<file path="config.mk">
export PLATFORM = sky130hd
export DESIGN_NAME = sst_ctrl
export DESIGN_NICKNAME = d
export VERILOG_FILES = /design/src/rtl/core/sst_pkg.sv /design/src/rtl/core/sst_ctrl.sv
export SDC_FILE = /design/constraint.sdc
export NUM_CORES = 1
export LEC_CHECK = 0
export BUFFER_PORTS_ARGS = -buffer_cell sky130_fd_sc_hd__buf_2
export CAP_MARGIN = 20
export CORE_UTILIZATION = 25
export CTS_CLUSTER_DIAMETER = 40
export CTS_CLUSTER_SIZE = 10
export DETAILED_ROUTE_END_ITERATION = 8
export PLACE_DENSITY = 0.54
export SLEW_MARGIN = 0
export SYNTH_ARGS = -nofsm -noshare
export SYNTH_HDL_FRONTEND = slang
export SYNTH_SLANG_ARGS = --single-unit
</file>
<file path="constraint.sdc">
create_clock -name clk_i -period 1.98 [get_ports clk_i]
set_clock_uncertainty 0.15 [all_clocks]
set_input_delay 0.396 -clock clk_i [delete_from_list [all_inputs] [get_ports clk_i]]
set_output_delay 0.396 -clock clk_i [all_outputs]
set_load 0.01 [all_outputs]
</file>
<file path="src/rtl/core/sst_pkg.sv">
// Shared types and constants for the sphere-tracing ray marcher.
package sst_pkg;

  localparam int unsigned CfgIdxWidth = 3;
  localparam int unsigned CfgDataWidth = 32;

  // Fraction bits of the Q16.16 coordinates and width of the step counter
  localparam int unsigned FracBits  = 16;
  localparam int unsigned StepWidth = 8;

  typedef enum logic [CfgIdxWidth-1:0] {
    REG_SHAPE     = 3'd0,
    REG_SIZE      = 3'd1,
    REG_PERIOD    = 3'd2,
    REG_REP_EN    = 3'd3,
    REG_MAX_STEPS = 3'd4,
    REG_HIT_THR   = 3'd5,
    REG_FAR_LIM   = 3'd6
  } cfg_reg_e;

  typedef enum logic [1:0] {
    SHAPE_SPHERE = 2'd0,
    SHAPE_BOX    = 2'd1,
    SHAPE_TORUS  = 2'd2
  } shape_e;

  typedef enum logic [1:0] {
    CLS_MISS = 2'd0,
    CLS_NEAR = 2'd1,
    CLS_FAR  = 2'd2
  } hit_class_e;

  // Controller states
  typedef enum logic [3:0] {
    ST_IDLE,
    ST_CHECK,
    ST_MUL,
    ST_WRAP,
    ST_MOD,
    ST_SQ,
    ST_ROOT1,
    ST_MID,
    ST_ROOT2,
    ST_DIST,
    ST_ADV,
    ST_DONE
  } sst_state_e;

  // Commands from controller to datapath
  typedef struct packed {
    logic load;       // capture ray, clear travel and step
    logic mul;        // form direction times travel
    logic wrap;       // form offset point, start modulo
    logic mod_step;   // one restoring division step
    logic sq;         // square components, first sum
    logic root_start; // start the integer root
    logic root_step;  // one root step
    logic mid;        // torus second sum
    logic form_dist;  // form distance
    logic adv;        // add distance to travel, bump step
  } sst_cmd_t;

  // Status from datapath to controller
  typedef struct packed {
    logic mod_done;
    logic root_done;
    logic limit_hit;  // step count reached limit
    logic is_hit;     // distance below threshold
    logic torus;      // second root pass needed
  } sst_stat_t;

endpackage

</file>
<file path="src/rtl/core/sst_ctrl.sv">
// Sequencer for the march loop: steps the datapath through each ray step.
module sst_ctrl (
  input  logic              clk_i,
  input  logic              rst_ni,
  input  logic              in_valid_i,
  output logic              in_ready_o,
  output logic              out_valid_o,
  input  logic              out_ready_i,
  output sst_pkg::sst_cmd_t cmd_o,
  input  sst_pkg::sst_stat_t stat_i,
  output logic              done_o
);
  import sst_pkg::*;

  sst_state_e state_q, state_d;
  logic       ovalid_q, ovalid_d;
  logic       second_q, second_d;

  // Hold state and result flag
  always_ff @(posedge clk_i or negedge rst_ni) begin
    if (!rst_ni) begin
      state_q  <= ST_IDLE;
      ovalid_q <= 1'b0;
      second_q <= 1'b0;
    end else begin
      state_q  <= state_d;
      ovalid_q <= ovalid_d;
      second_q <= second_d;
    end
  end

  assign out_valid_o = ovalid_q;

  // Next state and commands
  always_comb begin
    state_d    = state_q;
    second_d   = second_q;
    ovalid_d   = ovalid_q;
    cmd_o      = '0;
    in_ready_o = 1'b0;
    done_o     = 1'b0;
    if (ovalid_q && out_ready_i) ovalid_d = 1'b0;
    case (state_q)
      ST_IDLE: begin
        in_ready_o = 1'b1;
        if (in_valid_i) begin
          cmd_o.load = 1'b1;
          state_d    = ST_CHECK;
        end
      end
      ST_CHECK: begin
        if (stat_i.limit_hit) state_d = ST_DONE;
        else state_d = ST_MUL;
      end
      ST_MUL: begin
        cmd_o.mul = 1'b1;
        state_d   = ST_WRAP;
      end
      ST_WRAP: begin
        cmd_o.wrap = 1'b1;
        state_d    = ST_MOD;
      end
      ST_MOD: begin
        if (stat_i.mod_done) state_d = ST_SQ;
        else cmd_o.mod_step = 1'b1;
      end
      ST_SQ: begin
        cmd_o.sq         = 1'b1;
        cmd_o.root_start = 1'b1;
        second_d         = 1'b0;
        state_d          = ST_ROOT1;
      end
      ST_ROOT1: begin
        if (stat_i.root_done) begin
          if (stat_i.torus && !second_q) state_d = ST_MID;
          else state_d = ST_DIST;
        end else begin
          cmd_o.root_step = 1'b1;
        end
      end
      ST_MID: begin
        cmd_o.mid        = 1'b1;
        cmd_o.root_start = 1'b1;
        second_d         = 1'b1;
        state_d          = ST_ROOT1;
      end
      ST_DIST: begin
        cmd_o.form_dist = 1'b1;
        state_d         = ST_ADV;
      end
      ST_ADV: begin
        if (stat_i.is_hit) begin
          state_d = ST_DONE;
        end else begin
          cmd_o.adv = 1'b1;
          state_d   = ST_CHECK;
        end
      end
      ST_DONE: begin
        if (!ovalid_q || out_ready_i) begin
          done_o   = 1'b1;
          ovalid_d = 1'b1;
          state_d  = ST_IDLE;
        end
      end
      default: state_d = ST_IDLE;
    endcase
  end
endmodule

</file>
==> flow_metrics.env <==
export IMPL_nets=103
export IMPL_placed_cells=113
export IMPL_post_synth_top_area_fraction=0.2878
export IMPL_period_share=1.001
export IMPL_cp_slowest_cell="or4_4"
export IMPL_instances_no_fill=119
export IMPL_leakagePower_uw=0.0003561
export IMPL_htreeDepth=1
export IMPL_grt_pass1_wl_mm=1.911
export IMPL_slew_headroom=0.7997
export IMPL_drt_iter0_markers=11
export IMPL_startpoint_type="flop"
export IMPL_die_w_um=47.69
export IMPL_irDropWorstVdd_v=0.0005911
export IMPL_coreArea_mm2=0.001962
export IMPL_cts_buffer_depth=2
export IMPL_maxCapViolations=0
export IMPL_rows=16
export IMPL_drtPass1Iterations=5
export IMPL_seq_area_frac_synth=0.2878
export IMPL_holdWs_ns=0.3390
export IMPL_violations="setup timing"
export IMPL_yosys_area_top_type="dfrtp_1"
export IMPL_antenna_found_initial=0
export IMPL_clk_pin_slew_worst_paths_ns=0.04
export IMPL_clk_latency_ns=0.23
export IMPL_place_area_um2=658.1
export IMPL_synthCells=66
export IMPL_syn2layout_area_growth_pct=38.61
export IMPL_gr_total_overflow=0
export IMPL_drc_errors=0
export IMPL_yosys_warnings=0
export IMPL_finalWirelength_mm=1.266
export IMPL_num_vias=562
export IMPL_pre_cts_slack_ns=0.2094
export IMPL_grt_max_degree=17
export IMPL_die_h_um=47.69
export IMPL_design_area_um2=723.2
export IMPL_finalSetupViolCount=1
export IMPL_finalHoldViolCount=0
export IMPL_wl_per_cell_um=10.64
export IMPL_finalCriticalPeriod_ns=1.982
export IMPL_dp_hpwl_um=950.8
export IMPL_via_per_inst=4.723
export IMPL_end_kind="primary output"
export IMPL_cts_root_buf="clkbuf_4"
export IMPL_track_usage=0.1224
export IMPL_crit_path_cell_trace="or4_4 > inv_2 > and2_4 > buf_6"
export IMPL_cts_num_sinks=6
export IMPL_critPathMaxFanout=2
export IMPL_crit_arrival_ns=1.44
export IMPL_synth_nets=75
export IMPL_diodes=0
export IMPL_cp_slowest_stage_delay_ns=0.54
export IMPL_drv_slew=0
export IMPL_worst_pin_slew_ns=0.2966
export IMPL_status="complete, but fails checks"
export IMPL_fillCellCount=233
export IMPL_synth_area_um2=521.8
export IMPL_die_area_mm2=0.002274
export IMPL_drive_gt1_frac=0.4022
export IMPL_port_buffers=21
export IMPL_yosysUniqueCellTypes=28
export IMPL_synth_avg_cell_area_um2=7.905
export IMPL_crit_type="flop to primary output"
export IMPL_grt_pass1_vias=436
export IMPL_gp_congestion=0.6984
export IMPL_synthTopCellsByArea="dfrtp_1 (29%), nand2b_1 (7.2%), nor2_1 (5.8%)"
export IMPL_grt_setup_unrepaired="yes"
export IMPL_cts_buffers=3
export IMPL_ioPinCount=22
export IMPL_min_path_type="input pin to flop"
export IMPL_start_util=0.2659
export IMPL_ys_ff_latch=6
export IMPL_postRouteAntennaNets=0
export IMPL_layout_setup_ws_ns=-0.001691
export IMPL_fmax_ghz=0.5046
export IMPL_cp_required_ns=1.43
export IMPL_cts_tree="done"
export IMPL_powerDensity_mw_per_mm2=1431
==> placed cells by master (no fill, tap or decap), types with 2 or more instances in the layout <==
| master | netlist | routed |
|---|---|---|
| a21oi_1 | 2 | 2 |
| nor2b_1 | 4 | 4 |
| buf_2 | 2 | 19 |
| buf_6 | 1 | 2 |
| clkbuf_4 | 0 | 3 |
| o21ai_0 | 2 | 2 |
| nand2b_1 | 6 | 5 |
| o21ai_1 | 4 | 4 |
| nor2_1 | 8 | 8 |
| buf_4 | 1 | 6 |
| nand2_1 | 5 | 5 |
| dfrtp_1 | 6 | 6 |
| nor3_1 | 4 | 4 |
| o22ai_1 | 2 | 2 |
| a21boi_0 | 2 | 2 |
| inv_1 | 3 | 2 |
==> power by group <==
group / switching (uW) / internal, uW
registers: 23.4 / 176
logic: 397 / 334
clock network: 36.5 / 68.0
total: 457 / 578
==> repair_timing <==
item / 4_1_cts / 5_1_grt
cloned: 0 / 0
resized for setup: 1 / 5
hold buffers: 1 / 0
buffers inserted: 1 / 1
pin swaps: 2 / 1
endpoints found under the hold margin: 6 / 0
setup endpoints to repair: 1 / 3
==> metrics by stage <==
step / TNS, ns / power, uW / utilization
3_3_place_gp: 0 / 880.4 / 0.3355
2_1_floorplan: 0 / 708.5 / -
3_5_place_dp: 0 / 881.0 / 0.3355
4_1_cts: -0.003375 / 1009 / 0.3559
5_1_grt: -0.07832 / 1138 / 0.3686
6_report: -0.001691 / 1035 / 0.3686
==> routing by layer <==
metal,GRT usage,vias up,share of wire
met3,0.01132,2,0.032
met5,0,-,0
met1,0.1651,260,0.47
met4,0.06667,0,0.0047
li1,-,286,-
met2,0.1919,14,0.49
==> worst max-delay path: cells and delay by family (launching register included) <==
| kind | cells | cell delay (ns) |
|---|---|---|
| simple gates | 2 | 0.67 |
| buf+inv | 2 | 0.17 |
| flops | 1 | 0.37 |
==> sequential cells by signal (all words and copies together), names as in the netlist <==
signal / count
second_q: 1
out_valid_o: 1
state_q: 4
==> worst paths after layout <==
path	to	startpoint	slack [ns]	cells past startpoint
min in group asynchronous	state_q[3]	rst_ni	0.35	2
worst min-delay path	out_valid_o	out_ready_i	0.34	3
worst max-delay path	cmd_o[9]	state_q[1]	-0.002	4
worst max register to register	state_q[1]	state_q[1]	0.35	5
max in group asynchronous	second_q	rst_ni	1.19	2
worst min register to register	second_q	second_q	0.36	2
==> cell type report <==
cell class	count	area, um2	share of cell area
clock buffer	3	22.52	0.03114
inverter	3	11.26	0.01557
multi-input combinational	52	332.8	0.4602
sequential	6	150.1	0.2076
tap	27	33.78	0.04671
timing repair buffer	28	172.7	0.2388
==> cell usage after synthesis (all sizes together) <==
master / count
a21boi: 2
inv: 3
a41o: 1
or4: 1
nor2: 8
o41ai: 1
dfrtp: 6
o21ai: 6
nand2: 5
clkbuf: 1
buf: 4
a21oi: 2
and2: 2
o22ai: 2
nand3: 1
nand2b: 6
nor2b: 4
o22a: 1
nor4: 1
a31oi: 1
nor3: 4
nand4b: 1
and4bb: 1
o32ai: 1
mux2: 1
==> kinds of logic (layout without fill, tap and decap cells) <==
family / after synthesis / after routing / share of synthesized area
AO/OA/AOI/OAI: 17 / 17 / 0.2470
multiplexers: 1 / 1 / 0.02158
flip-flops: 6 / 6 / 0.2878
AND/OR/NAND/NOR: 34 / 34 / 0.3597
buffers and inverters: 8 / 34 / 0.08393
(Power assumes the default switching activity.)
